[config.mk]
export PLATFORM = sky130hd
export DESIGN_NAME = grid_node_table_shed_select_unit_flat
export DESIGN_NICKNAME = d
export VERILOG_FILES = /design/src/rtl/gnts_pkg.sv /design/src/rtl/gnts_in_if.sv /design/src/rtl/gnts_out_if.sv /design/src/rtl/gnts_ctrl.sv /design/src/rtl/gnts_dp.sv /design/src/rtl/grid_node_table_shed_select_unit.sv /design/src/flat_wrapper.sv
export SDC_FILE = /design/constraint.sdc
export NUM_CORES = 1
export LEC_CHECK = 0
export BUFFER_PORTS_ARGS = -buffer_cell sky130_fd_sc_hd__buf_4
export CORE_MARGIN = 2
export CORE_UTILIZATION = 43
export DETAILED_ROUTE_END_ITERATION = 10
export GPL_TIMING_DRIVEN = 0
export PLACE_DENSITY_LB_ADDON = 0.12
export SLEW_MARGIN = 20
export SYNTH_ARGS = -nofsm -noshare
export SYNTH_HDL_FRONTEND = slang
export SYNTH_SLANG_ARGS = --single-unit
[constraint.sdc]
create_clock -name clk_i -period 7.1 [get_ports clk_i]
set_input_delay 0.355 -clock clk_i [delete_from_list [all_inputs] [get_ports clk_i]]
set_output_delay 0.355 -clock clk_i [all_outputs]
set_load 0.01 [all_outputs]
[src/rtl/gnts_pkg.sv]
`default_nettype none

package gnts_pkg;

  localparam int unsigned TABLE_DEPTH_DEF = 8;

  localparam int unsigned UID_W     = 8;
  localparam int unsigned POWER_W   = 16;
  localparam int unsigned ENERGY_W  = 32;
  localparam int unsigned ACT_W     = 16;
  localparam int unsigned KIND_W    = 2;
  localparam int unsigned STATUS_W  = 2;
  localparam int unsigned EIDX_W    = 3;
  localparam int unsigned OCNT_W    = 4;
  localparam int unsigned CFG_IDX_W = 2;
  localparam int unsigned CFG_W     = 16;

  localparam logic [UID_W-1:0]   LOCAL_UID_RST   = '0;
  localparam logic [POWER_W-1:0] CONSUME_THR_RST = 16'd1;
  localparam logic [ACT_W-1:0]   ACT_CEIL_RST    = 16'd150;

  typedef enum logic [KIND_W-1:0] {
    KIND_ADD    = 2'd0,
    KIND_REPORT = 2'd1,
    KIND_SWITCH = 2'd2,
    KIND_REMOVE = 2'd3
  } kind_e;

  typedef enum logic [STATUS_W-1:0] {
    STATUS_OK        = 2'd0,
    STATUS_NOT_FOUND = 2'd1,
    STATUS_FULL      = 2'd2,
    STATUS_BAD_INDEX = 2'd3
  } status_e;

  typedef enum logic [CFG_IDX_W-1:0] {
    CFG_LOCAL_UID   = 2'd0,
    CFG_CONSUME_THR = 2'd1,
    CFG_ACT_CEIL    = 2'd2
  } cfg_idx_e;

  typedef enum logic [2:0] {
    S_IDLE,
    S_LOOKUP,
    S_APPLY,
    S_SHIFT,
    S_SUMMARY,
    S_RESULT
  } ctrl_state_e;

  typedef struct packed {
    logic [KIND_W-1:0]  kind;
    logic [UID_W-1:0]   uid;
    logic [POWER_W-1:0] power;
    logic               switch_on;
    logic [EIDX_W-1:0]  entry_index;
  } gnts_item_t;

  typedef struct packed {
    logic [STATUS_W-1:0] status;
    logic [OCNT_W-1:0]   node_count;
    logic [OCNT_W-1:0]   consuming_count;
    logic [OCNT_W-1:0]   shed_count;
    logic [UID_W-1:0]    busiest_uid;
    logic                busiest_valid;
    logic [UID_W-1:0]    quietest_shed_uid;
    logic                quietest_valid;
  } gnts_result_t;

  // One table row.
  typedef struct packed {
    logic [UID_W-1:0]    id;
    logic [POWER_W-1:0]  power;
    logic [ENERGY_W-1:0] energy;
    logic [ACT_W-1:0]    act;
    logic                shed;
  } gnts_entry_t;

  typedef struct packed {
    logic item_load;
    logic scan_init;
    logic shift_init;
    logic scan_step;
    logic lookup_en;
    logic shift_en;
    logic sum_en;
    logic apply;
    logic count_dec;
    logic result_load;
  } gnts_cmd_t;

  typedef struct packed {
    logic [KIND_W-1:0] kind;
    logic              scan_done;
    logic              remove_bad;
    logic              out_busy;
  } gnts_sts_t;

endpackage

`default_nettype wire

[src/rtl/gnts_in_if.sv]
`default_nettype none

interface gnts_in_if import gnts_pkg::*; ();
  logic       valid;
  logic       ready;
  gnts_item_t data;

  modport source (output valid, output data, input ready);
  modport sink (input valid, input data, output ready);
endinterface

`default_nettype wire

[src/rtl/gnts_out_if.sv]
`default_nettype none

interface gnts_out_if import gnts_pkg::*; ();
  logic         valid;
  logic         ready;
  gnts_result_t data;

  modport source (output valid, output data, input ready);
  modport sink (input valid, input data, output ready);
endinterface

`default_nettype wire

[src/rtl/gnts_ctrl.sv]
`default_nettype none

module gnts_ctrl import gnts_pkg::*; (
  input  wire logic              clk_i,
  input  wire logic              rst_ni,
  input  wire logic              in_valid_i,
  input  wire logic [KIND_W-1:0] in_kind_i,
  input  wire gnts_sts_t         sts_i,
  output logic                   in_ready_o,
  output gnts_cmd_t              cmd_o
);

  ctrl_state_e state_q, state_d;

  always_ff @(posedge clk_i or negedge rst_ni) begin
    if (!rst_ni) begin
      state_q <= S_IDLE;
    end else begin
      state_q <= state_d;
    end
  end

  always_comb begin
    state_d    = state_q;
    in_ready_o = 1'b0;
    cmd_o      = '0;
    case (state_q)
      S_IDLE: begin
        in_ready_o = 1'b1;
        if (in_valid_i) begin
          cmd_o.item_load = 1'b1;
          cmd_o.scan_init = 1'b1;
          if (in_kind_i == KIND_REPORT || in_kind_i == KIND_SWITCH) begin
            state_d = S_LOOKUP;
          end else begin
            state_d = S_APPLY;
          end
        end
      end
      S_LOOKUP: begin
        cmd_o.scan_step = 1'b1;
        cmd_o.lookup_en = 1'b1;
        if (sts_i.scan_done) begin
          state_d = S_APPLY;
        end
      end
      S_APPLY: begin
        cmd_o.apply = 1'b1;
        if (sts_i.kind == KIND_REMOVE && !sts_i.remove_bad) begin
          cmd_o.shift_init = 1'b1;
          state_d          = S_SHIFT;
        end else begin
          cmd_o.scan_init = 1'b1;
          state_d         = S_SUMMARY;
        end
      end
      S_SHIFT: begin
        cmd_o.scan_step = 1'b1;
        cmd_o.shift_en  = 1'b1;
        if (sts_i.scan_done) begin
          cmd_o.count_dec = 1'b1;
          cmd_o.scan_init = 1'b1;
          state_d         = S_SUMMARY;
        end
      end
      S_SUMMARY: begin
        cmd_o.scan_step = 1'b1;
        cmd_o.sum_en    = 1'b1;
        if (sts_i.scan_done) begin
          state_d = S_RESULT;
        end
      end
      S_RESULT: begin
        if (!sts_i.out_busy) begin
          cmd_o.result_load = 1'b1;
          state_d           = S_IDLE;
        end
      end
      default: begin
        state_d = S_IDLE;
      end
    endcase
  end

endmodule

`default_nettype wire

[src/rtl/gnts_dp.sv]
`default_nettype none

module gnts_dp import gnts_pkg::*; #(
  parameter int unsigned TABLE_DEPTH = TABLE_DEPTH_DEF
) (
  input  wire logic                 clk_i,
  input  wire logic                 rst_ni,
  input  wire logic                 cfg_we_i,
  input  wire logic [CFG_IDX_W-1:0] cfg_idx_i,
  input  wire logic [CFG_W-1:0]     cfg_wdata_i,
  input  wire gnts_item_t           item_i,
  input  wire gnts_cmd_t            cmd_i,
  input  wire logic                 out_ready_i,
  output gnts_sts_t                 sts_o,
  output logic                      out_valid_o,
  output gnts_result_t              out_data_o
);

  localparam int unsigned AW   = $clog2(TABLE_DEPTH);
  localparam int unsigned CW   = $clog2(TABLE_DEPTH + 1);
  localparam int unsigned CMPW = (CW > EIDX_W) ? CW : EIDX_W;

  // Configuration registers.
  logic [UID_W-1:0]   local_uid_q;
  logic [POWER_W-1:0] thr_q;
  logic [ACT_W-1:0]   ceil_q;

  always_ff @(posedge clk_i or negedge rst_ni) begin
    if (!rst_ni) begin
      local_uid_q <= LOCAL_UID_RST;
      thr_q       <= CONSUME_THR_RST;
      ceil_q      <= ACT_CEIL_RST;
    end else if (cfg_we_i) begin
      case (cfg_idx_i)
        CFG_LOCAL_UID:   local_uid_q <= cfg_wdata_i[UID_W-1:0];
        CFG_CONSUME_THR: thr_q       <= cfg_wdata_i[POWER_W-1:0];
        CFG_ACT_CEIL:    ceil_q      <= cfg_wdata_i[ACT_W-1:0];
        default: ;
      endcase
    end
  end

  gnts_item_t item_q;

  always_ff @(posedge clk_i) begin
    if (cmd_i.item_load) begin
      item_q <= item_i;
    end
  end

  // Table memory and its control.
  gnts_entry_t mem [TABLE_DEPTH];
  gnts_entry_t rd_q;
  logic        rd_zero_q;

  logic [CW-1:0] count_q;
  logic [CW-1:0] ptr_q;
  logic          proc_q;
  logic [AW-1:0] proc_idx_q;
  logic          e0_valid_q;

  logic          rd_en;
  logic          wr_en;
  logic [AW-1:0] wr_addr;
  gnts_entry_t   wr_data;
  gnts_entry_t   entry_c;
  gnts_entry_t   upd_c;
  gnts_entry_t   new_c;

  logic          found_q;
  logic [AW-1:0] hit_q;
  gnts_entry_t   hit_entry_q;

  logic full_c;
  logic bad_c;
  logic lk_hit;
  logic [STATUS_W-1:0] status_c;
  logic [STATUS_W-1:0] status_q;
  logic [ENERGY_W:0]   e_sum;

  assign rd_en  = cmd_i.scan_step && (ptr_q < count_q);
  assign full_c = (count_q == CW'(TABLE_DEPTH));
  assign bad_c  = (item_q.entry_index == '0) ||
                  (CMPW'(item_q.entry_index) >= CMPW'(count_q));

  always_ff @(posedge clk_i) begin
    if (rd_en) begin
      rd_q      <= mem[ptr_q[AW-1:0]];
      rd_zero_q <= (ptr_q == '0);
    end
  end

  always_ff @(posedge clk_i) begin
    if (wr_en) begin
      mem[wr_addr] <= wr_data;
    end
  end

  // Entry zero always carries the local UID, and reads as cleared until first written.
  always_comb begin
    entry_c = rd_q;
    if (rd_zero_q) begin
      entry_c.id = local_uid_q;
      if (!e0_valid_q) begin
        entry_c.power  = '0;
        entry_c.energy = '0;
        entry_c.act    = '0;
        entry_c.shed   = 1'b0;
      end
    end
  end

  // Updated copy of the matched entry for a power report or a switch.
  always_comb begin
    e_sum = {1'b0, hit_entry_q.energy} + (ENERGY_W + 1)'(item_q.power);
    upd_c = hit_entry_q;
    if (item_q.kind == KIND_REPORT) begin
      upd_c.energy = e_sum[ENERGY_W] ? '1 : e_sum[ENERGY_W-1:0];
      if (item_q.power > hit_entry_q.power && hit_entry_q.act != '1) begin
        upd_c.act = hit_entry_q.act + ACT_W'(1);
      end
      upd_c.power = item_q.power;
    end else begin
      upd_c.shed = !item_q.switch_on;
    end
    new_c    = '0;
    new_c.id = item_q.uid;
  end

  always_comb begin
    wr_en   = 1'b0;
    wr_addr = '0;
    wr_data = upd_c;
    if (cmd_i.apply) begin
      if (item_q.kind == KIND_ADD && !full_c) begin
        wr_en   = 1'b1;
        wr_addr = count_q[AW-1:0];
        wr_data = new_c;
      end else if ((item_q.kind == KIND_REPORT || item_q.kind == KIND_SWITCH) &&
                   found_q) begin
        wr_en   = 1'b1;
        wr_addr = hit_q;
      end
    end else if (cmd_i.shift_en && proc_q) begin
      // Move the entry just read one place down.
      wr_en   = 1'b1;
      wr_addr = proc_idx_q - AW'(1);
      wr_data = rd_q;
    end
  end

  always_comb begin
    case (item_q.kind)
      KIND_ADD:    status_c = full_c ? STATUS_FULL : STATUS_OK;
      KIND_REPORT,
      KIND_SWITCH: status_c = found_q ? STATUS_OK : STATUS_NOT_FOUND;
      KIND_REMOVE: status_c = bad_c ? STATUS_BAD_INDEX : STATUS_OK;
      default:     status_c = STATUS_OK;
    endcase
  end

  always_ff @(posedge clk_i) begin
    if (cmd_i.apply) begin
      status_q <= status_c;
    end
  end

  always_ff @(posedge clk_i or negedge rst_ni) begin
    if (!rst_ni) begin
      count_q    <= CW'(1);
      e0_valid_q <= 1'b0;
      ptr_q      <= '0;
      proc_q     <= 1'b0;
    end else begin
      proc_q <= rd_en;
      if (wr_en && wr_addr == '0) begin
        e0_valid_q <= 1'b1;
      end
      if (cmd_i.apply && item_q.kind == KIND_ADD && !full_c) begin
        count_q <= count_q + CW'(1);
      end else if (cmd_i.count_dec) begin
        count_q <= count_q - CW'(1);
      end
      if (cmd_i.scan_init) begin
        ptr_q <= '0;
      end else if (cmd_i.shift_init) begin
        ptr_q <= CW'(CMPW'(item_q.entry_index) + CMPW'(1));
      end else if (rd_en) begin
        ptr_q <= ptr_q + CW'(1);
      end
    end
  end

  always_ff @(posedge clk_i) begin
    proc_idx_q <= ptr_q[AW-1:0];
  end

  // Lookup: a power report keeps the last match, a switch the first.
  assign lk_hit = cmd_i.lookup_en && proc_q && (entry_c.id == item_q.uid) &&
                  (item_q.kind == KIND_REPORT || !found_q);

  always_ff @(posedge clk_i) begin
    if (cmd_i.scan_init) begin
      found_q <= 1'b0;
    end else if (lk_hit) begin
      found_q     <= 1'b1;
      hit_q       <= proc_idx_q;
      hit_entry_q <= entry_c;
    end
  end

  // Summary accumulators.
  logic [CW-1:0]    cons_cnt_q;
  logic [CW-1:0]    shed_cnt_q;
  logic [ACT_W-1:0] best_act_q;
  logic [UID_W-1:0] best_uid_q;
  logic             best_ok_q;
  logic [ACT_W-1:0] quiet_min_q;
  logic [UID_W-1:0] quiet_uid_q;
  logic             quiet_ok_q;
  logic             sum_c;

  assign sum_c = cmd_i.sum_en && proc_q;

  always_ff @(posedge clk_i) begin
    if (cmd_i.scan_init) begin
      cons_cnt_q  <= '0;
      shed_cnt_q  <= '0;
      best_act_q  <= '0;
      best_uid_q  <= '0;
      best_ok_q   <= 1'b0;
      quiet_min_q <= ceil_q;
      quiet_uid_q <= '0;
      quiet_ok_q  <= 1'b0;
    end else if (sum_c) begin
      if (entry_c.power > thr_q) begin
        cons_cnt_q <= cons_cnt_q + CW'(1);
        if (entry_c.act > best_act_q) begin
          best_act_q <= entry_c.act;
          best_uid_q <= entry_c.id;
          best_ok_q  <= 1'b1;
        end
      end
      if (entry_c.shed) begin
        shed_cnt_q <= shed_cnt_q + CW'(1);
        if (entry_c.act < quiet_min_q) begin
          quiet_min_q <= entry_c.act;
          quiet_uid_q <= entry_c.id;
          quiet_ok_q  <= 1'b1;
        end
      end
    end
  end

  // Output register.
  logic         out_valid_q;
  gnts_result_t out_q;

  always_ff @(posedge clk_i or negedge rst_ni) begin
    if (!rst_ni) begin
      out_valid_q <= 1'b0;
    end else if (cmd_i.result_load) begin
      out_valid_q <= 1'b1;
    end else if (out_ready_i) begin
      out_valid_q <= 1'b0;
    end
  end

  always_ff @(posedge clk_i) begin
    if (cmd_i.result_load) begin
      out_q.status            <= status_q;
      out_q.node_count        <= OCNT_W'(count_q);
      out_q.consuming_count   <= OCNT_W'(cons_cnt_q);
      out_q.shed_count        <= OCNT_W'(shed_cnt_q);
      out_q.busiest_uid       <= best_uid_q;
      out_q.busiest_valid     <= best_ok_q;
      out_q.quietest_shed_uid <= quiet_uid_q;
      out_q.quietest_valid    <= quiet_ok_q;
    end
  end

  assign out_valid_o = out_valid_q;
  assign out_data_o  = out_q;

  assign sts_o.kind       = item_q.kind;
  assign sts_o.scan_done  = !(ptr_q < count_q) && !proc_q;
  assign sts_o.remove_bad = bad_c;
  assign sts_o.out_busy   = out_valid_q && !out_ready_i;

endmodule

`default_nettype wire

[src/rtl/grid_node_table_shed_select_unit.sv]
// An add applies and then walks the table for the summary; a power report or switch first walks
// it for the lookup, and a valid remove also walks it to shift entries down. Each table walk reads
// one entry per cycle through the single read port of the table memory.
// A new word is accepted in the cycle after the previous result is loaded into the output.
// Reset: configuration registers take their defaults and the table holds only the local
// node; there is no clearing pass, so the block accepts words right after reset.
`default_nettype none

module grid_node_table_shed_select_unit import gnts_pkg::*; #(
  parameter int unsigned TABLE_DEPTH = TABLE_DEPTH_DEF
) (
  input  wire logic                 clk_i,
  input  wire logic                 rst_ni,
  input  wire logic                 cfg_we_i,
  input  wire logic [CFG_IDX_W-1:0] cfg_idx_i,
  input  wire logic [CFG_W-1:0]     cfg_wdata_i,
  gnts_in_if.sink                   item_i,
  gnts_out_if.source                result_o
);

  gnts_cmd_t cmd;
  gnts_sts_t sts;
  logic      in_ready;

  gnts_ctrl u_ctrl (
    .clk_i      (clk_i),
    .rst_ni     (rst_ni),
    .in_valid_i (item_i.valid),
    .in_kind_i  (item_i.data.kind),
    .sts_i      (sts),
    .in_ready_o (in_ready),
    .cmd_o      (cmd)
  );

  gnts_dp #(
    .TABLE_DEPTH (TABLE_DEPTH)
  ) u_dp (
    .clk_i       (clk_i),
    .rst_ni      (rst_ni),
    .cfg_we_i    (cfg_we_i),
    .cfg_idx_i   (cfg_idx_i),
    .cfg_wdata_i (cfg_wdata_i),
    .item_i      (item_i.data),
    .cmd_i       (cmd),
    .out_ready_i (result_o.ready),
    .sts_o       (sts),
    .out_valid_o (result_o.valid),
    .out_data_o  (result_o.data)
  );

  assign item_i.ready = in_ready;

endmodule

`default_nettype wire

[src/flat_wrapper.sv]
// flat-port wrapper written by rule: the top's interface ports become plain ports
module grid_node_table_shed_select_unit_flat import gnts_pkg::*;
#(
  parameter int unsigned TABLE_DEPTH = TABLE_DEPTH_DEF
)
  (clk_i, rst_ni, cfg_we_i, cfg_idx_i, cfg_wdata_i, item_i_valid, item_i_data, item_i_ready, result_o_valid, result_o_data, result_o_ready);
  gnts_in_if item_i_i ();
  gnts_out_if result_o_i ();
  input  wire logic clk_i;
  input  wire logic rst_ni;
  input  wire logic cfg_we_i;
  input  wire logic [CFG_IDX_W-1:0] cfg_idx_i;
  input  wire logic [CFG_W-1:0] cfg_wdata_i;
  input wire logic [$bits(item_i_i.valid)-1:0] item_i_valid;
  input wire logic [$bits(item_i_i.data)-1:0] item_i_data;
  output wire logic [$bits(item_i_i.ready)-1:0] item_i_ready;
  output wire logic [$bits(result_o_i.valid)-1:0] result_o_valid;
  output wire logic [$bits(result_o_i.data)-1:0] result_o_data;
  input wire logic [$bits(result_o_i.ready)-1:0] result_o_ready;
  assign item_i_i.valid = item_i_valid;
  assign item_i_i.data = item_i_data;
  assign item_i_ready = item_i_i.ready;
  assign result_o_valid = result_o_i.valid;
  assign result_o_data = result_o_i.data;
  assign result_o_i.ready = result_o_ready;
  grid_node_table_shed_select_unit #(.TABLE_DEPTH(TABLE_DEPTH)) u_core (.clk_i(clk_i), .rst_ni(rst_ni), .cfg_we_i(cfg_we_i), .cfg_idx_i(cfg_idx_i), .cfg_wdata_i(cfg_wdata_i), .item_i(item_i_i), .result_o(result_o_i));
endmodule
==> results.py <==
metrics = {
    "yosys": {
        "synthesis.area_mm2": 0.0250,
        "syn_area_per_cell_um2": 16.4,
        "ys_seq_area_share_pct": 68.5,
        "ys_types": 70,
        "ys.flop_type": "edfxtp_1",
        "syn-num-nets": 1661,
        "yosysWarnings": 0,
        "ys_ff_latch": 594,
        "ys_async_sr_fraction_pct": 9.09,
        "synthCells": 1527,
        "synth_edf_count": 494,
    },
    "worst_setup_path": {
        "r2r_slack_ps": 2320,
        "criticalPathCategory": "flop to flop",
        "cp.required_ps": 7650,
        "critical_path.startpoint_type": "flop",
        "cp.arrival_ps": 5320,
        "reg2reg_depth": 13,
        "crit_path_start": "u_core.u_dp.rd_zero_q$_DFFE_PP_",
        "rr_startpoint": "u_core.u_dp.rd_zero_q$_DFFE_PP_",
        "end_kind": "flop",
        "path_max_fanout": 10,
        "r2r-end": "u_core.u_dp.cons_cnt_q[3]$_SDFFE_PP0P_",
    },
    "worst_hold_path": {
        "worstHoldPathCells": 2,
        "min_path_type": "primary input to flop",
        "worstHoldEndpoint": "u_core.u_dp.ceil_q[0]$_DFFE_PN0P_",
        "min_from": "cfg_wdata_i[0]",
    },
    "power_and_ir_drop": {
        "powerDensity_mw_per_mm2": 391,
        "leakagePower_nw": 10.6,
        "power.total_mw": 11.6,
        "ir_worst_vdd_v": 0.000247,
    },
    "final_layout": {
        "drive_gt1_share_pct": 25.6,
        "area_delta_synth_final_pct": 18.6,
        "layout_common_cells": "494 x edfxtp_1, 109 x buf_4, 105 x mux2_2",
        "design_area_mm2": 0.0296,
        "antenna_cells": 0,
        "fin_nets": 1885,
        "final_common_cell": "edfxtp_1",
        "post-route-util_pct": 51.4,
    },
    "floorplanning": {
        "dieWidth_um": 245,
        "io_pins": 87,
        "dieArea_mm2": 0.0600,
        "start_util_pct": 43.4,
        "die-height_um": 245,
        "core_region_area_mm2": 0.0576,
        "num_rows": 88,
    },
    "routing": {
        "ant_nets": 0,
        "firstDrtPassIters": 5,
        "vias_per_cell": 5.47,
        "wl_per_cell_um": 23.9,
        "drtIter0Drc": 1045,
        "vias": 14000,
        "drc": 0,
        "routed_wirelength_um": 61300,
    },
    "place": {
        "io_buffers": 86,
        "placed_area_mm2": 0.0272,
        "hpwl_um": 43100,
        "globalplace.congestion": 0.855,
    },
    "sta": {
        "fmax_ghz": 0.209,
        "finalMaxSlewViolations": 0,
        "min_period_over_period_pct": 67.3,
        "slew_headroom_pct": 32.7,
        "fin_skew_ps": 16.9,
        "finalHoldWorstSlack_ps": 44.4,
        "rsz0062_at_grt": "false",
        "finalSetupViolations": 0,
        "final.min_clock_period_ps": 4780,
        "finalHoldViolCount": 0,
        "tightestPinTransition_ps": 1000,
        "tns_ps": 0,
    },
    "global_routing": {
        "grt_pass1_vias": 14000,
        "antenna_found_initial": 1,
        "grt_usage_pct": 20.8,
        "grt_pass1_wl_um": 90800,
        "grt_max_degree": 55,
        "overflow": 0,
    },
    "clock_network": {
        "clock_latency_ps": 630,
        "tritoncts": "yes",
        "cts_buffers": 61,
        "htreeDepth": 2,
        "cts.path.max_buffers": 3,
        "cts_sinks": 594,
        "cts-root-buf": "clkbuf_16",
        "cts.clk_slew.worst_paths_ps": 60,
    },
    "run": {
        "cap_viol_max_count": 0,
    },
    "outcome": {
        "status": "completed",
    },
}
[synth_stat cells, types with 13 or more instances]
cell	count	area share [%]
inv_1	85	1.3
mux2i_1	28	1.1
nor3_1	16	0.32
a21oi_1	39	0.78
o31ai_1	18	0.54
nand4_1	15	0.38
xnor2_1	17	0.60
ha_1	80	4.0
and2_1	32	0.80
mux4_2	82	7.4
buf_2	14	0.28
mux2_2	105	4.7
edfxtp_1	494	59
xor2_1	15	0.53
clkbuf_1	36	0.54
nand3_1	22	0.44
nand2_1	87	1.3
dfxtp_1	46	3.7
o21ai_0	20	0.40
a22o_1	13	0.46
dfrtp_1	48	4.8
a211oi_1	25	0.75
nor2_1	64	0.96
[sequential cells by signal (all words and copies together), names as in the netlist, 3 cells and up]
| signal | cells |
|---|---|
| u_core.u_dp.quiet_min_q | 16 |
| u_core.u_dp.cons_cnt_q | 4 |
| u_core.u_dp.mem | 328 |
| u_core.u_dp.best_act_q | 16 |
| u_core.u_dp.out_data_o | 32 |
| u_core.u_dp.rd_q | 41 |
| u_core.u_ctrl.state_q | 3 |
| u_core.u_dp.item_q | 28 |
| u_core.u_dp.ceil_q | 16 |
| u_core.u_dp.local_uid_q | 8 |
| u_core.u_dp.proc_idx_q | 3 |
| u_core.u_dp.best_uid_q | 8 |
| u_core.u_dp.count_q | 4 |
| u_core.u_dp.shed_cnt_q | 4 |
| u_core.u_dp.quiet_uid_q | 8 |
| u_core.u_dp.thr_q | 16 |
| u_core.u_dp.ptr_q | 4 |
| u_core.u_dp.hit_q | 3 |
| u_core.u_dp.hit_entry_q | 41 |
[cell families after synthesis]
logic type                 count (synthesis)  share of synthesized area, %
and+or+nand+nor                          282                          5.58
buffers and inverters                    147                          2.48
muxes                                    216                          13.3
adders and majority gates                 81                          4.09
AOI/OAI and AO/OA                        175                          4.90
DFF                                      594                          68.5
xor gates and xnor gates                  32                          1.12
[worst max-delay path: stages (launching register included)]
cell and delay [ps]:
edfxtp_1 360, buf_2 220, nand2b_1 290, clkbuf_1 600, clkbuf_1 500, and2_1 230
ha_1 140, nand3_1 100, nor4_1 880, a211oi_1 430, nand2b_1 260, clkbuf_1 180
or3_1 370, a21oi_1 130
[timing repair]
action                                 CTS  global route
hold buffers                            39             0
resized for setup                        0             0
endpoints found under the hold margin   93             0
buffers inserted                         0             0
[metrics by stage]
step | std cells | setup WS [ps]
floorplan | 1527 | 2060
global placement | 2378 | -2620
detailed placement | 2414 | 2350
CTS | 2568 | 2320
global route | 2568 | 2060
finish | 2568 | 2320
[power by group]
group	total [mW]	leakage (nW)	switching (mW)	internal (mW)
logic	3.42	4.05	2.01	1.41
clock network	3.28	0.990	1.34	1.94
registers	4.88	5.52	0.244	4.64
total	11.6	10.6	3.60	7.98
[cell type report]
type | count | area [µm²]
fillers | 4777 | 28000
flip-flops and latches | 594 | 17100
multi-input cells | 786 | 7320
clock buffers | 78 | 1620
repair buffers | 161 | 1560
well taps | 765 | 957
clock inverters | 37 | 417
inverters | 85 | 322
plain buffers | 62 | 302
[metal layers]
metal	vias up	share of wire, %	track usage (%)
met2	358	47	33.3
li1	6329	-	-
met5	-	0	0
met4	0	2.5	6.13
met1	7275	46	29.6
met3	85	4.9	2.92
[worst max-delay path by stage]
stage,end,depth (start not counted)
detailed placement,u_core.u_dp.cons_cnt_q[1]$_SDFFE_PP0P_,14
finish,u_core.u_dp.cons_cnt_q[3]$_SDFFE_PP0P_,13
floorplan,u_core.u_dp.mem[6][0]$_DFFE_PP_,6
global placement,u_core.u_dp.mem[6][54]$_DFFE_PP_,4
CTS,u_core.u_dp.cons_cnt_q[1]$_SDFFE_PP0P_,14
global route,u_core.u_dp.cons_cnt_q[1]$_SDFFE_PP0P_,14
Note: power is estimated with default switching activity, not from simulation.
